File: src/rtl/mcas_ram.sv
module mcas_ram #(
  parameter int WIDTH = 8,
  parameter int DEPTH = 16
) (
  input  logic                     clk,
  input  logic                     we,
  input  logic [$clog2(DEPTH)-1:0] waddr,
  input  logic [WIDTH-1:0]         wdata,
  input  logic [$clog2(DEPTH)-1:0] raddr,
  output logic [WIDTH-1:0]         rdata
);

  logic [WIDTH-1:0] mem [DEPTH];

  always_ff @(posedge clk) begin
    if (we) begin
      mem[waddr] <= wdata;
    end
    rdata <= mem[raddr];
  end

endmodule

File: config.mk
export PLATFORM = sky130hd
export DESIGN_NAME = mcas_ram
export DESIGN_NICKNAME = d
export VERILOG_FILES = /design/src/rtl/mcas_ram.sv
export SDC_FILE = /design/constraint.sdc
export NUM_CORES = 1
export LEC_CHECK = 0
export BUFFER_PORTS_ARGS = -buffer_cell sky130_fd_sc_hd__buf_2
export CAP_MARGIN = 20
export CORE_ASPECT_RATIO = 1.25
export CORE_UTILIZATION = 47
export DETAILED_ROUTE_END_ITERATION = 7
export PLACE_DENSITY_LB_ADDON = 0.12
export SYNTH_ARGS = -nofsm -noshare
export SYNTH_HDL_FRONTEND = slang
export SYNTH_SLANG_ARGS = --single-unit
File: constraint.sdc
create_clock -name clk -period 4.35 [get_ports clk]
set_input_delay 0.87 -clock clk [delete_from_list [all_inputs] [get_ports clk]]
set_output_delay 0.87 -clock clk [all_outputs]
set_load 0.01 [all_outputs]
==> impl_summary.log <==
[metrics] status: completed
[metrics] slew at the pin closest to its max-slew limit: 0.993 ns
[metrics] area of the core: roughly 0.011 sq mm
[metrics] commonest non-fill, non-tap cells in the layout: 128 x edfxtp_1, 25 x buf_2, 18 x mux4_2
[metrics] DRC violations left: 0
[metrics] routed wire length per instance: 23.6 um
[metrics] initial antenna violation count: 0
[metrics] power after layout: around 3000 uW
[metrics] clock tree buffer depth: 2
[metrics] residual antenna-violating net count after detailed routing: 0
[metrics] total instance count after detailed placement: 381
[metrics] critical path arrival: 2.64 ns
[metrics] wire length reported by the detailed router: around 9700 um
[metrics] Max-Cap Viols: 0
[metrics] register clock-pin slew on the reported worst setup and hold paths: 0.05 ns
[metrics] flops & latches, synth: 136
[metrics] number of diodes added for antenna fixing: 0
[metrics] Fin Setup TNS: 0 ns
[metrics] total via count in the routed design: 2376
[metrics] initial DRC count: between 150 and 200
[metrics] area share of the leading cell type in the synthesized netlist: about three quarters
[metrics] gpl congestion: 0.692
[metrics] largest fanout of any net on the critical path: 26
[metrics] mapped cell area: between 0.005 and 0.006 sq mm
[metrics] CTS tree: done
[metrics] post-route fraction of the period consumed by the critical path: 54.2%
[metrics] mean area per synthesized cell: ~22 sq um
[metrics] number of optimization iterations in the first detailed-route pass: 5
[metrics] YS warnings: 0
[metrics] number of instances in the synthesized netlist: 229
[metrics] final number of max-transition violations: 0
[metrics] Root Driver: clkbuf_16
[metrics] maximum clock frequency: 424 MHz
[metrics] maximum cell stage delay along the critical path: 0.68 ns
[metrics] clock insertion delay at the later pin of the skew report: 0.40 ns
[metrics] maximum level of the CTS H-tree: 4
[metrics] Total Nets Final: around 290
[metrics] routed length on met2: slightly below 5000 um
[metrics] skew final: 0.00396 ns
[metrics] setup repair after global routing missed its margin: no
[metrics] most common cell after layout, fill and taps aside: edfxtp_1
[metrics] cell type with the largest total area after synthesis: edfxtp_1
[metrics] PD cells: 495 mW/mm^2
[metrics] wire length on met3: 523 um
[metrics] Peak supply drop: 0.399 mV
[metrics] register area share after synthesis: 77.8%
[metrics] Setup Crit Path Kind: in -> reg
[metrics] clock sink count: approximately 140
[metrics] class of the tightest hold or removal check: reg -> reg
[metrics] Syn Nets: 247
[metrics] initial standard-cell utilization of the core: 48.5%
[metrics] Port Buf Inserts: 25
[metrics] wire length of the first global-routing pass: between 10000 and 15000 um
[metrics] # IOs: 26
[metrics] leakage: between 0.002 and 0.0025 uW
[metrics] Top Metal Used: met4
[metrics] final hold viol count: 0
[metrics] sequence of cells on the critical path: buf_2 > mux4_1 > a22oi_1 > nand2_1
[metrics] dpl hpwl: between 5000 and 6000 um
[metrics] full die area: 0.0114 sq mm
[metrics] area added between synthesis and finish: 15.8%
[metrics] number of global-route vias before repair: roughly 2400
[metrics] DR vias/cell: 5.77
[metrics] die height: approximately 120 um
[metrics] number of distinct library cells after synthesis: 19
[metrics] proportion of layout cells with a drive suffix above 1: a little over a quarter
[metrics] TritonCTS buffer count: 17
[metrics] element type at the critical path start: input pin
[metrics] count of standard-cell rows: 42
[metrics] minimum clock period after layout: 2.36 ns
[metrics] remaining max-slew budget at the tightest pin: 33.6%
[metrics] Metal-1 WL: 4100 um
[metrics] number of gates resized after cts: 0
[metrics] final std cells w/o fill: 412
[metrics] element type at the critical path end: flop
[metrics] WP data required: 4.63 ns
[metrics] GRT Total Usage: 19.1%
[metrics] GRT overflow: 0
[metrics] cell with the biggest individual delay on the critical path: mux4_1
[metrics] Die Width: 95.6 um
[metrics] pin count of the biggest net entering global routing: 33
[metrics] CTS Hold Buffers Added: 0
[metrics] final setup violating endpoints: 0
[metrics] Post-CTS Repair Setup Buffers: 0
[metrics] Area contributors post-synth: edfxtp_1 75%, mux4_2 7.9%, mux4_1 7.1%, dfxtp_1 3.1%, a22oi_1 2.3%
-- critical path: cells and delay by family --
family	cells	cell delay (ns)
mux	1	0.68
buf+inv	1	0.67
compound gates	1	0.30
simple gates	1	0.10
-- cell families (layout without fill, tap and decap cells) --
family                 count (synthesis)  in the layout  share of synthesized area (%)
DFF                                  136            136                           77.8
and+or+nand+nor                       35             35                           3.18
muxes                                 32             32                           15.0
AOI/OAI and AO/OA                     16             16                           2.33
buffers and inverters                 10             61                           1.68
-- flip-flops by register name (all words and copies together) (netlist names) --
signal and cells:
mem 128, rdata 8
-- through the flow --
stage	cell area (sq um)	worst slack, ns	hold WS [ns]	utilization (%)
detailed placement	5390	1.58	0.661	50.8
floorplan	5150	1.99	0.629	-
global route	5960	1.89	0.685	56.2
finish	5960	1.99	0.670	56.2
global placement	5390	1.50	0.646	50.7
CTS	5960	2.01	0.673	56.2
-- synthesized netlist by cell type --
cell type,instances
or3b_2,1
nand3b_1,2
nand3_1,1
nand2b_1,2
clkdlybuf4s25_2,3
buf_4,1
nor2b_1,1
buf_6,3
mux4_2,18
edfxtp_1,128
nor3_1,4
and2b_1,1
mux4_1,14
nand2_1,9
and2_1,1
a22oi_1,16
buf_2,3
dfxtp_1,8
nor2_1,13
-- metal layers --
| metal | vias to the layer above | track usage (%) |
|---|---|---|
| li1 | 1053 | - |
| met1 | 1233 | 26.0 |
| met2 | 80 | 29.6 |
| met3 | 10 | 4.60 |
| met4 | 0 | 7.74 |
| met5 | - | 0 |
-- power by group --
group          total (uW)  internal (uW)  leakage (uW)  switching [uW]
clock                1350            873      0.000280             472
sequential           1470           1470       0.00122            7.24
combinational         133           53.9      0.000497            79.1
total                2950           2390       0.00200             558
-- path summary, 6_finish.rpt --
path	start	end	slack (ns)	cells past startpoint
max	raddr[0]	rdata[0]	1.99	4
min	mem[14][5]	rdata[5]	0.67	3
max reg2reg	mem[5][0]	rdata[0]	2.93	3
min reg2reg	mem[14][5]	rdata[5]	0.67	3
-- final cells by class --
cell class              instances  area [sq um]
flip-flops and latches        136          4000
well taps                     132           165
clock inverters                 3          40.0
fillers                       801          4650
clock buffers                  28           527
multi-input cells              83          1060
repair buffers                 30           163
(Power assumes the default switching activity.)
